===== config.mk =====
export PLATFORM = sky130hd
export DESIGN_NAME = debounced_proximity_object_counter_core_flat
export DESIGN_NICKNAME = d
export VERILOG_FILES = /design/src/rtl/dpoc_pkg.sv /design/src/rtl/dpoc_stream_if.sv /design/src/rtl/debounced_proximity_object_counter_core.sv /design/src/rtl/dpoc_cfg.sv /design/src/rtl/dpoc_state.sv /design/src/flat_wrapper.sv
export SDC_FILE = /design/constraint.sdc
export NUM_CORES = 1
export LEC_CHECK = 0
export BUFFER_PORTS_ARGS = -buffer_cell sky130_fd_sc_hd__buf_2
export CORE_MARGIN = 2
export CORE_UTILIZATION = 50
export CTS_BUF_LIST = sky130_fd_sc_hd__clkbuf_16
export DETAILED_ROUTE_END_ITERATION = 12
export HOLD_SLACK_MARGIN = 0.02
export PLACE_DENSITY = 0.86
export SYNTH_ARGS = -nofsm -noshare
export SYNTH_HDL_FRONTEND = slang
export SYNTH_SLANG_ARGS = --single-unit
export TNS_END_PERCENT = 10

===== constraint.sdc =====
create_clock -name clk_i -period 2.5 [get_ports clk_i]
set_input_delay 0.5 -clock clk_i [delete_from_list [all_inputs] [get_ports clk_i]]
set_output_delay 0.5 -clock clk_i [all_outputs]
set_load 0.02 [all_outputs]

===== src/rtl/dpoc_pkg.sv =====
// ----------------------------------------------------------------------------
// dpoc_pkg
// Shared types, register indexes and constants of the debounced proximity
// object counter.
// ----------------------------------------------------------------------------
package dpoc_pkg;

  // Width of the object counter held inside the block.
  localparam int unsigned COUNT_BITS_DEF = 16;

  // Width of the reported object count.
  localparam int unsigned OBJECT_COUNT_W = 16;

  // Configuration port geometry.
  localparam int unsigned CFG_IDX_W  = 3;
  localparam int unsigned CFG_DATA_W = 22;

  // Debounce constants.
  localparam logic [2:0] QUALIFY_RUN  = 3'd5;
  localparam logic [2:0] HIGH_RUN_MAX = 3'd7;
  localparam logic [7:0] FAIL_MAX     = 8'd255;

  // Register reset values.
  localparam logic [15:0] THRESHOLD_RST        = 16'd0;
  localparam logic [3:0]  RELEASE_READS_RST    = 4'd2;
  localparam logic [7:0]  FAIL_LIMIT_RST       = 8'd10;
  localparam logic [19:0] DECREASE_TIMEOUT_RST = 20'd20000;
  localparam logic [21:0] SLEEP_TIMEOUT_RST    = 22'd1800000;

  typedef enum logic [1:0] {
    MODE_TICK  = 2'd0,
    MODE_READ  = 2'd1,
    MODE_CLEAR = 2'd2
  } mode_e;

  typedef enum logic [CFG_IDX_W-1:0] {
    CFG_THRESHOLD        = 3'd0,
    CFG_RELEASE_READS    = 3'd1,
    CFG_FAIL_LIMIT       = 3'd2,
    CFG_DECREASE_TIMEOUT = 3'd3,
    CFG_SLEEP_TIMEOUT    = 3'd4
  } cfg_idx_e;

  typedef struct packed {
    logic [15:0] threshold;
    logic [3:0]  release_reads;
    logic [7:0]  fail_limit;
    logic [19:0] decrease_timeout;
    logic [21:0] sleep_timeout;
  } cfg_t;

  typedef struct packed {
    logic [1:0]  mode;
    logic        read_ok;
    logic [15:0] proximity;
  } item_t;

  typedef struct packed {
    logic [OBJECT_COUNT_W-1:0] object_count;
    logic                      object_present;
    logic                      read_error;
    logic                      decrease_pending;
    logic                      sleep_request;
  } result_t;

endpackage


===== src/rtl/dpoc_stream_if.sv =====
// ----------------------------------------------------------------------------
// dpoc_stream_if
// Valid/ready channel carrying one payload per transaction.
// ----------------------------------------------------------------------------
interface dpoc_stream_if #(
  parameter type payload_t = logic [0:0]
) ();

  logic     valid;
  logic     ready;
  payload_t payload;

  modport source (output valid, output payload, input ready);
  modport sink   (input valid, input payload, output ready);

endinterface


===== src/rtl/debounced_proximity_object_counter_core.sv =====
// ----------------------------------------------------------------------------
// debounced_proximity_object_counter_core
// Debounced proximity object counter with tick, read and clear transactions.
// ----------------------------------------------------------------------------
// Results: an accepted transaction is held in the input register, and its
// result is then captured in the result register and offered until taken.
// Throughput: one transaction per cycle while results are taken; the input
// register, state update and result register each take one item per clock.
// Reset: asynchronous, active low; registers take their documented defaults,
// the state takes its reset values, and both stages of the pipeline are emptied.
// ----------------------------------------------------------------------------
module debounced_proximity_object_counter_core #(
  parameter int unsigned COUNT_BITS = dpoc_pkg::COUNT_BITS_DEF
) (
  input  logic                            clk_i,
  input  logic                            rst_ni,
  input  logic                            cfg_we_i,
  input  logic [dpoc_pkg::CFG_IDX_W-1:0]  cfg_idx_i,
  input  logic [dpoc_pkg::CFG_DATA_W-1:0] cfg_wdata_i,
  dpoc_stream_if.sink                     item_i,
  dpoc_stream_if.source                   result_o
);
  import dpoc_pkg::*;

  // The block is a two-stage pipeline. Stage one registers the incoming
  // transaction. Stage two applies it to the counter state in a single
  // pass and captures the state after the update in the result register.
  // Because the state is written in the same cycle that the result is
  // captured, the next item in stage one always sees an up-to-date state,
  // so back-to-back transactions need no forwarding.

  cfg_t    cfg;
  item_t   s1_item_q;
  logic    s1_valid_q;
  result_t step_result;
  result_t out_q;
  logic    out_valid_q;
  logic    advance;
  logic    step;

  dpoc_cfg u_cfg (
    .clk_i       (clk_i),
    .rst_ni      (rst_ni),
    .cfg_we_i    (cfg_we_i),
    .cfg_idx_i   (cfg_idx_i),
    .cfg_wdata_i (cfg_wdata_i),
    .cfg_o       (cfg)
  );

  // Stage two moves whenever the result register is empty or being drained.
  assign advance = !out_valid_q || result_o.ready;
  // An item is processed when stage one holds one and it can move on.
  assign step    = s1_valid_q && advance;

  // Stage one takes a new transaction when empty or when it empties this cycle,
  // so a waiting result stops the input side only while stage one is full.
  assign item_i.ready = !s1_valid_q || advance;

  always_ff @(posedge clk_i or negedge rst_ni) begin
    if (!rst_ni) begin
      s1_valid_q <= 1'b0;
    end else if (item_i.ready) begin
      s1_valid_q <= item_i.valid;
    end
  end

  always_ff @(posedge clk_i) begin
    if (item_i.valid && item_i.ready) begin
      s1_item_q <= item_i.payload;
    end
  end

  dpoc_state #(
    .COUNT_BITS (COUNT_BITS)
  ) u_state (
    .clk_i    (clk_i),
    .rst_ni   (rst_ni),
    .step_i   (step),
    .item_i   (s1_item_q),
    .cfg_i    (cfg),
    .result_o (step_result)
  );

  // Result register: one result per processed transaction.
  always_ff @(posedge clk_i or negedge rst_ni) begin
    if (!rst_ni) begin
      out_valid_q <= 1'b0;
    end else if (advance) begin
      out_valid_q <= s1_valid_q;
    end
  end

  always_ff @(posedge clk_i) begin
    if (step) begin
      out_q <= step_result;
    end
  end

  assign result_o.valid   = out_valid_q;
  assign result_o.payload = out_q;

  // An empty input stage must always be able to take a transaction.
  assert property (@(posedge clk_i) disable iff (!rst_ni)
    !s1_valid_q |-> item_i.ready)
    else $error("input stage empty but not ready");

  // A held item in stage one must not change while it waits.
  assert property (@(posedge clk_i) disable iff (!rst_ni)
    (s1_valid_q && !advance) |=> (s1_valid_q && $stable(s1_item_q)))
    else $error("stalled item in stage one was lost or altered");

  // A result appears only after stage one held an item.
  assert property (@(posedge clk_i) disable iff (!rst_ni)
    $rose(out_valid_q) |-> $past(s1_valid_q))
    else $error("result produced without a processed item");

  // A present object and an armed decrease timer exclude each other.
  assert property (@(posedge clk_i) disable iff (!rst_ni)
    out_valid_q |-> !(out_q.object_present && out_q.decrease_pending))
    else $error("decrease timer armed while an object is present");

endmodule


===== src/rtl/dpoc_cfg.sv =====
// ----------------------------------------------------------------------------
// dpoc_cfg
// Configuration register file, written through a plain write port.
// ----------------------------------------------------------------------------
module dpoc_cfg (
  input  logic                            clk_i,
  input  logic                            rst_ni,
  input  logic                            cfg_we_i,
  input  logic [dpoc_pkg::CFG_IDX_W-1:0]  cfg_idx_i,
  input  logic [dpoc_pkg::CFG_DATA_W-1:0] cfg_wdata_i,
  output dpoc_pkg::cfg_t                  cfg_o
);
  import dpoc_pkg::*;

  cfg_t cfg_q;

  always_ff @(posedge clk_i or negedge rst_ni) begin
    if (!rst_ni) begin
      cfg_q.threshold        <= THRESHOLD_RST;
      cfg_q.release_reads    <= RELEASE_READS_RST;
      cfg_q.fail_limit       <= FAIL_LIMIT_RST;
      cfg_q.decrease_timeout <= DECREASE_TIMEOUT_RST;
      cfg_q.sleep_timeout    <= SLEEP_TIMEOUT_RST;
    end else if (cfg_we_i) begin
      // Writes to unused indexes are dropped.
      case (cfg_idx_e'(cfg_idx_i))
        CFG_THRESHOLD:        cfg_q.threshold        <= cfg_wdata_i[15:0];
        CFG_RELEASE_READS:    cfg_q.release_reads    <= cfg_wdata_i[3:0];
        CFG_FAIL_LIMIT:       cfg_q.fail_limit       <= cfg_wdata_i[7:0];
        CFG_DECREASE_TIMEOUT: cfg_q.decrease_timeout <= cfg_wdata_i[19:0];
        CFG_SLEEP_TIMEOUT:    cfg_q.sleep_timeout    <= cfg_wdata_i[21:0];
        default: ;
      endcase
    end
  end

  assign cfg_o = cfg_q;

endmodule


===== src/rtl/dpoc_state.sv =====
// ----------------------------------------------------------------------------
// dpoc_state
// Counter state and its single-pass update for one tick, read or clear.
// ----------------------------------------------------------------------------
module dpoc_state #(
  parameter int unsigned COUNT_BITS = dpoc_pkg::COUNT_BITS_DEF
) (
  input  logic              clk_i,
  input  logic              rst_ni,
  input  logic              step_i,
  input  dpoc_pkg::item_t   item_i,
  input  dpoc_pkg::cfg_t    cfg_i,
  output dpoc_pkg::result_t result_o
);
  import dpoc_pkg::*;

  logic [COUNT_BITS-1:0] count_q, count_d;
  logic                  present_q, present_d;
  logic [2:0]            high_run_q, high_run_d;
  logic [3:0]            low_left_q, low_left_d;
  logic [7:0]            fail_run_q, fail_run_d;
  logic                  error_q, error_d;
  logic                  armed_q, armed_d;
  logic [19:0]           dec_timer_q, dec_timer_d;
  logic [21:0]           sleep_timer_q, sleep_timer_d;
  logic                  sleep_q, sleep_d;

  logic [2:0]                       run_first;
  logic [COUNT_BITS+OBJECT_COUNT_W-1:0] count_ext;

  function automatic logic [2:0] run_inc(input logic [2:0] run);
    return (run == HIGH_RUN_MAX) ? run : run + 3'd1;
  endfunction

  assign run_first = run_inc(high_run_q);

  always_comb begin
    count_d       = count_q;
    present_d     = present_q;
    high_run_d    = high_run_q;
    low_left_d    = low_left_q;
    fail_run_d    = fail_run_q;
    error_d       = error_q;
    armed_d       = armed_q;
    dec_timer_d   = dec_timer_q;
    sleep_timer_d = sleep_timer_q;
    sleep_d       = sleep_q;

    case (mode_e'(item_i.mode))
      MODE_TICK: begin
        if (armed_q) begin
          if (dec_timer_q == '0) begin
            if (count_q != '0) begin
              count_d = count_q - 1'b1;
            end
            armed_d = 1'b0;
          end else begin
            dec_timer_d = dec_timer_q - 20'd1;
          end
        end
        if (sleep_timer_q == '0) begin
          sleep_d = 1'b1;
        end else begin
          sleep_timer_d = sleep_timer_q - 22'd1;
        end
      end
      MODE_READ: begin
        if (!item_i.read_ok) begin
          if (fail_run_q != FAIL_MAX) begin
            fail_run_d = fail_run_q + 8'd1;
          end
          if (fail_run_d == cfg_i.fail_limit) begin
            error_d = 1'b1;
          end
        end else begin
          fail_run_d = '0;
          error_d    = 1'b0;
          if (item_i.proximity > cfg_i.threshold) begin
            armed_d    = 1'b0;
            low_left_d = cfg_i.release_reads;
            if (!present_q) begin
              // The run advances by two; the middle value is the qualifying test.
              if (run_first == QUALIFY_RUN) begin
                present_d     = 1'b1;
                sleep_timer_d = cfg_i.sleep_timeout;
                count_d       = count_q + 1'b1;
              end
              high_run_d = (run_first <= QUALIFY_RUN) ? run_inc(run_first) : run_first;
            end
          end else begin
            high_run_d = '0;
            if (present_q && (low_left_q != '0)) begin
              low_left_d = low_left_q - 4'd1;
              if (low_left_q == 4'd1) begin
                present_d = 1'b0;
                if (count_q[0]) begin
                  armed_d     = 1'b1;
                  dec_timer_d = cfg_i.decrease_timeout;
                end else begin
                  armed_d = 1'b0;
                end
              end
            end
          end
        end
      end
      MODE_CLEAR: begin
        count_d    = '0;
        high_run_d = '0;
        fail_run_d = '0;
        armed_d    = 1'b0;
      end
      default: ;
    endcase
  end

  always_ff @(posedge clk_i or negedge rst_ni) begin
    if (!rst_ni) begin
      count_q       <= '0;
      present_q     <= 1'b0;
      high_run_q    <= '0;
      low_left_q    <= RELEASE_READS_RST;
      fail_run_q    <= '0;
      error_q       <= 1'b0;
      armed_q       <= 1'b0;
      dec_timer_q   <= '0;
      sleep_timer_q <= SLEEP_TIMEOUT_RST;
      sleep_q       <= 1'b0;
    end else if (step_i) begin
      count_q       <= count_d;
      present_q     <= present_d;
      high_run_q    <= high_run_d;
      low_left_q    <= low_left_d;
      fail_run_q    <= fail_run_d;
      error_q       <= error_d;
      armed_q       <= armed_d;
      dec_timer_q   <= dec_timer_d;
      sleep_timer_q <= sleep_timer_d;
      sleep_q       <= sleep_d;
    end
  end

  // Report the low bits of the count, zero-extended when the counter is narrow.
  assign count_ext = {{OBJECT_COUNT_W{1'b0}}, count_d};

  assign result_o.object_count     = count_ext[OBJECT_COUNT_W-1:0];
  assign result_o.object_present   = present_d;
  assign result_o.read_error       = error_d;
  assign result_o.decrease_pending = armed_d;
  assign result_o.sleep_request    = sleep_d;

endmodule

===== src/flat_wrapper.sv =====
// flat-port wrapper written by rule: the top's interface ports become plain ports
module debounced_proximity_object_counter_core_flat import dpoc_pkg::*;
#(
  parameter int unsigned COUNT_BITS = dpoc_pkg::COUNT_BITS_DEF
)
  (clk_i, rst_ni, cfg_we_i, cfg_idx_i, cfg_wdata_i, item_i_valid, item_i_payload, item_i_ready, result_o_valid, result_o_payload, result_o_ready);
  dpoc_stream_if item_i_i ();
  dpoc_stream_if result_o_i ();
  input  logic clk_i;
  input  logic rst_ni;
  input  logic cfg_we_i;
  input  logic [dpoc_pkg::CFG_IDX_W-1:0] cfg_idx_i;
  input  logic [dpoc_pkg::CFG_DATA_W-1:0] cfg_wdata_i;
  input wire logic [$bits(item_i_i.valid)-1:0] item_i_valid;
  input wire logic [$bits(item_i_i.payload)-1:0] item_i_payload;
  output wire logic [$bits(item_i_i.ready)-1:0] item_i_ready;
  output wire logic [$bits(result_o_i.valid)-1:0] result_o_valid;
  output wire logic [$bits(result_o_i.payload)-1:0] result_o_payload;
  input wire logic [$bits(result_o_i.ready)-1:0] result_o_ready;
  assign item_i_i.valid = item_i_valid;
  assign item_i_i.payload = item_i_payload;
  assign item_i_ready = item_i_i.ready;
  assign result_o_valid = result_o_i.valid;
  assign result_o_payload = result_o_i.payload;
  assign result_o_i.ready = result_o_ready;
  debounced_proximity_object_counter_core #(.COUNT_BITS(COUNT_BITS)) u_core (.clk_i(clk_i), .rst_ni(rst_ni), .cfg_we_i(cfg_we_i), .cfg_idx_i(cfg_idx_i), .cfg_wdata_i(cfg_wdata_i), .item_i(item_i_i), .result_o(result_o_i));
endmodule

== Word-level counts from Yosys, hierarchy flattened ==
Index checks and enable logic that the tools add are counted.

* Flip-flop bits (word level): 26
* Word-level logic and storage cells: 16

* Add/sub/neg operators: 1
* Mux-type cells: 2
* Bitwise logic cells: 1
* Reduce and logical (&&, ||, !) cells: 7

{| class="wikitable"
|+ Operators with widths
! kind !! count
|-
| $logic_not A22 Y1 || 1
|-
| $mux W22 || 1
|-
| $sub A22 B1 Y22 const B || 1
|-
| $logic_not A1 Y1 || 2
|-
| $logic_or A1 B1 Y1 || 2
|-
| $reduce_and A2 Y1 || 1
|-
| $logic_and A1 B1 Y1 || 1
|-
| $mux W1 || 1
|-
| $not A1 Y1 || 1
|}

== Longest topological paths before layout ==
* Word-level depth: 4
* Mapped depth: 8
* Depth with buffers taken out: 7

== Hierarchy ==
Synthesis repeated with hierarchy kept, for this count alone.

* Cell total of the unflattened synthesis: 1061
* Area total of the unflattened synthesis: 9768.1 µm²

{| class="wikitable"
|+ Modules (own cells, without submodules)
! module !! times used !! cells each !! area each (µm²)
|-
| dpoc_state || 1 || 899 || 6930.4
|-
| dpoc_cfg || 1 || 151 || 2670.1
|-
| debounced_proximity_object_counter_core || 1 || 11 || 167.7
|}

== Worst setup path after synthesis ==
Ideal clock, no wire load.

* Path type: reg-to-reg
* Start: register u_core.u_state.sleep_timer_q[3]
* End: register u_core.u_state.sleep_timer_q[21]
* Data arrival time: 1951 ps
* Slack: 417 ps
* Stages on the path, launching flop included: 7
* Cell sequence: dfrtp_1 -> or4_4 -> or3_4 -> nor3_4 -> buf_6 -> nor3_1 -> xor2_1

* Longest elaborated chain between the ends: 3
* Elaborated cells on any way between the ends: 5
* Classes of those cells: add/sub: 1; mux: 1; bitwise: 1; reduce/logical: 2

{| class="wikitable"
|+ Ends and longest elaborated chain
! element !! line !! RTL
|-
| from (decl) || dpoc_state.sv:25 || <nowiki>logic [21:0] sleep_timer_q, sleep_timer_d;</nowiki>
|-
| from (signal assigned) || dpoc_state.sv:138 || <nowiki>sleep_timer_q <= sleep_timer_d;</nowiki>
|-
| parallel branches: the longest is 3 deep, another holds $sub A22 B1 Y22 || -- ||
|}

Several ways; the timed one is not identified. The select of a mux whose other input is x is not followed.
A chain may end at the register's enable or synchronous reset.

== Final worst setup path ==
* Start: register u_core.u_state.sleep_timer_q[3]
* End: register u_core.u_state.sleep_timer_q[4]

The elaborated chain is that of the path after synthesis.

==> qor.yml <==
run_status:
  status: "finished clean"
power:
  peakVddDrop_v: 0.000873
  p_sw_share_pct: 33.2
  power.internal_mw: 1.19
  power.density_mw_per_mm2: 1230
  p_leak_nw: 0.646
  pwr-share-comb_pct: 26.9
  p_sw_uw: 593
  seq_power_share_pct: 47.0
  clkPwrFrac_pct: 26.0
cells_and_area:
  multi_input_area_um2: 573
  final_cell_mix: "14 x dfrtp_1, 13 x xor2_1, 13 x nor3_1"
  drive_above_1_share_pct: 23.4
  layout_commonest_cell: "dfrtp_1"
  n_fill_cell: 199
  seqCellArea_um2: 669
  area_delta_synth_final_pct: 13.9
  antenna_cells: 0
  final_util_pct: 59.5
  final_nets: 158
setup_path:
  cp-endpoint: "u_core.u_state.sleep_timer_q[4]"
  r2r-start: "u_core.u_state.sleep_timer_q[3]"
  worstPathRequired_ns: 2.63
  path_class: "reg -> reg"
  r2r-end: "u_core.u_state.sleep_timer_q[4]"
  r2r_slack_ns: 0.22
  r2r_cells: 6
  cp-startpoint: "u_core.u_state.sleep_timer_q[3]"
  startpoint_type: "flop"
  end_kind: "flop"
  cp_data_arrival_time_ns: 2.40
  worstPathMaxFanout: 11
clock_network:
  cts_resized: 0
  clk_pin_slew_worst_paths_ns: 0.07
  cts_made_buffers: 3
  root_buffer: "clkbuf_16"
  clock_sinks: 26
  h-tree-depth: 1
  clkLatencyLatePin_ns: 0.26
  cts.path.max_buffers: 2
  cts_tree: "built"
  cts_hold_buf: 0
  cts_setup_buffers: 0
global_route:
  grt_use_total_pct: 19.1
  grt_pass1_wl_um: 3970
  grt_max_degree: 26
  grt_pass1_vias: 881
  overflow: 0
  antenna_found_initial: 0
synthesis:
  synth_area_leaders: "dfrtp_1 28%, dfstp_2 23%, xor2_1 9.0%"
  synth_edf_count: 1
  synth_warnings: 0
  synth_flop_cell: "dfrtp_1"
  synthesis.area_mm2: 0.00127
  yosys.area.top_type: "dfrtp_1"
  avgSynthCellArea_um2: 11.0
  synth_top_area_share_pct: 27.6
  syn-num-nets: 148
  syn-instance-count: 115
  synth-seq-cells: 26
  async_flop_share_pct: 96.2
  synth_seq_area_share_pct: 52.7
  synthDistinctLibCells: 33
floorplan:
  die_y_um: 54.4
  rows: 18
  die-area_mm2: 0.00296
  die_x_um: 54.4
  coreArea_mm2: 0.00243
  boundaryPins: 34
  start_util_pct: 52.2
placement:
  globalplace.congestion: 0.903
  place_hpwl_um: 1620
  port_buffers: 6
timing:
  min_period_ns: 2.28
  tns_ns: 0
  worst_clock_skew_ns: 0.00379
  setup_viol: 0
  maxSlewViolCount: 0
  rsz0062_at_grt: "false"
  period_share_pct: 91.0
  fmax_ghz: 0.439
  slew_headroom_pct: 56.7
  max_slew.worst_pin.slew_ns: 0.644
  hold_viol: 0
drt:
  drt_pass1_iterations: 4
  drc: 0
  via_per_inst: 5.80
  first_iter_violations: 15
  ant_nets: 0
  wirelength_um: 2260
  vias: 893
  wl_per_cell_um: 14.7
job:
  drv_cap: 0
hold_path:
  hold_class: "in -> async"
-- critical path, stage by stage (launching register included) --
cell     delay (ns)
dfrtp_1        0.43
or4_4          0.57
or3_4          0.37
nor3_4         0.36
buf_12         0.18
nor4_1         0.07
xor2_1         0.15
-- cells in the mapped netlist (2+ instances only) --
| master | instances |
|---|---|
| nand2b_1 | 4 |
| nand3_1 | 5 |
| nor4_1 | 6 |
| nor3_1 | 13 |
| nand3b_1 | 2 |
| dfrtp_1 | 14 |
| xnor2_1 | 4 |
| inv_1 | 3 |
| ha_1 | 2 |
| nand2_1 | 7 |
| or4_1 | 2 |
| xor2_1 | 13 |
| or3_1 | 2 |
| mux2i_1 | 2 |
| o21ai_0 | 3 |
| dfstp_2 | 11 |
| nand4_1 | 2 |
| nor2_1 | 5 |
-- worst min path at each step --
stage,slack (ns),depth (start not counted),end
after floorplan,0.20,0,u_core.result_o.valid
after global placement,0.43,1,u_core.u_state.sleep_q
after detailed placement,0.44,1,u_core.u_state.sleep_q
after CTS,0.23,1,u_core.u_state.sleep_timer_q[21]
after global routing,0.25,1,u_core.u_state.sleep_timer_q[21]
final,0.21,1,u_core.u_state.sleep_timer_q[18]
-- registers in the layout, summed over array words and instances, names as in the netlist --
| register | cells |
|---|---|
| u_core.s1_valid_q | 1 |
| u_core.result_o.payload | 1 |
| u_core.u_state.sleep_q | 1 |
| u_core.result_o.valid | 1 |
| u_core.u_state.sleep_timer_q | 22 |
-- kinds of logic after synthesis --
kind of cell    share of synthesized area (%)
compound gates                           3.05
xor+xnor                                 11.7
fa+ha+maj                                1.97
buf+inv                                  2.17
flops                                    52.7
mux                                      1.58
simple gates                             26.8
-- power by group through the flow --
| stage | clock [mW] | sequential [mW] | combinational [mW] |
|---|---|---|---|
| floorplan | 0 | 0.792 | 0.371 |
| global placement | 0 | 0.821 | 0.447 |
| detailed placement | 0 | 0.841 | 0.476 |
| CTS | 0.468 | 0.836 | 0.484 |
| global route | 0.487 | 0.867 | 0.545 |
| finish | 0.464 | 0.839 | 0.480 |
-- per-stage QoR --
stage	cells	area, µm²	hold slack, ns	setup WS, ns	total power [mW]
2_1_floorplan	115	1270	0.204	0.417	1.16
3_3_place_gp	150	1340	0.434	0.295	1.27
3_5_place_dp	150	1340	0.444	0.252	1.32
4_1_cts	154	1450	0.233	0.223	1.79
5_1_grt	154	1450	0.253	0.141	1.90
6_report	154	1450	0.213	0.224	1.78
-- metal layers --
| layer | part of all wire (%) | global-route usage (%) |
|---|---|---|
| met5 | 0 | 0 |
| met4 | 1.3 | 5.00 |
| met3 | 5.0 | 4.10 |
| met2 | 51 | 33.5 |
| met1 | 43 | 23.6 |
-- area by class of cell --
class / count / share of cell area [%]
flip-flops and latches: 26 / 46.3
multi-input cells: 84 / 39.6
clock buffers: 3 / 5.19
repair buffers: 7 / 3.46
well taps: 30 / 2.60
clock inverters: 1 / 2.08
inverters: 3 / 0.779
No activity file was read; power rests on OpenSTA's default activity.
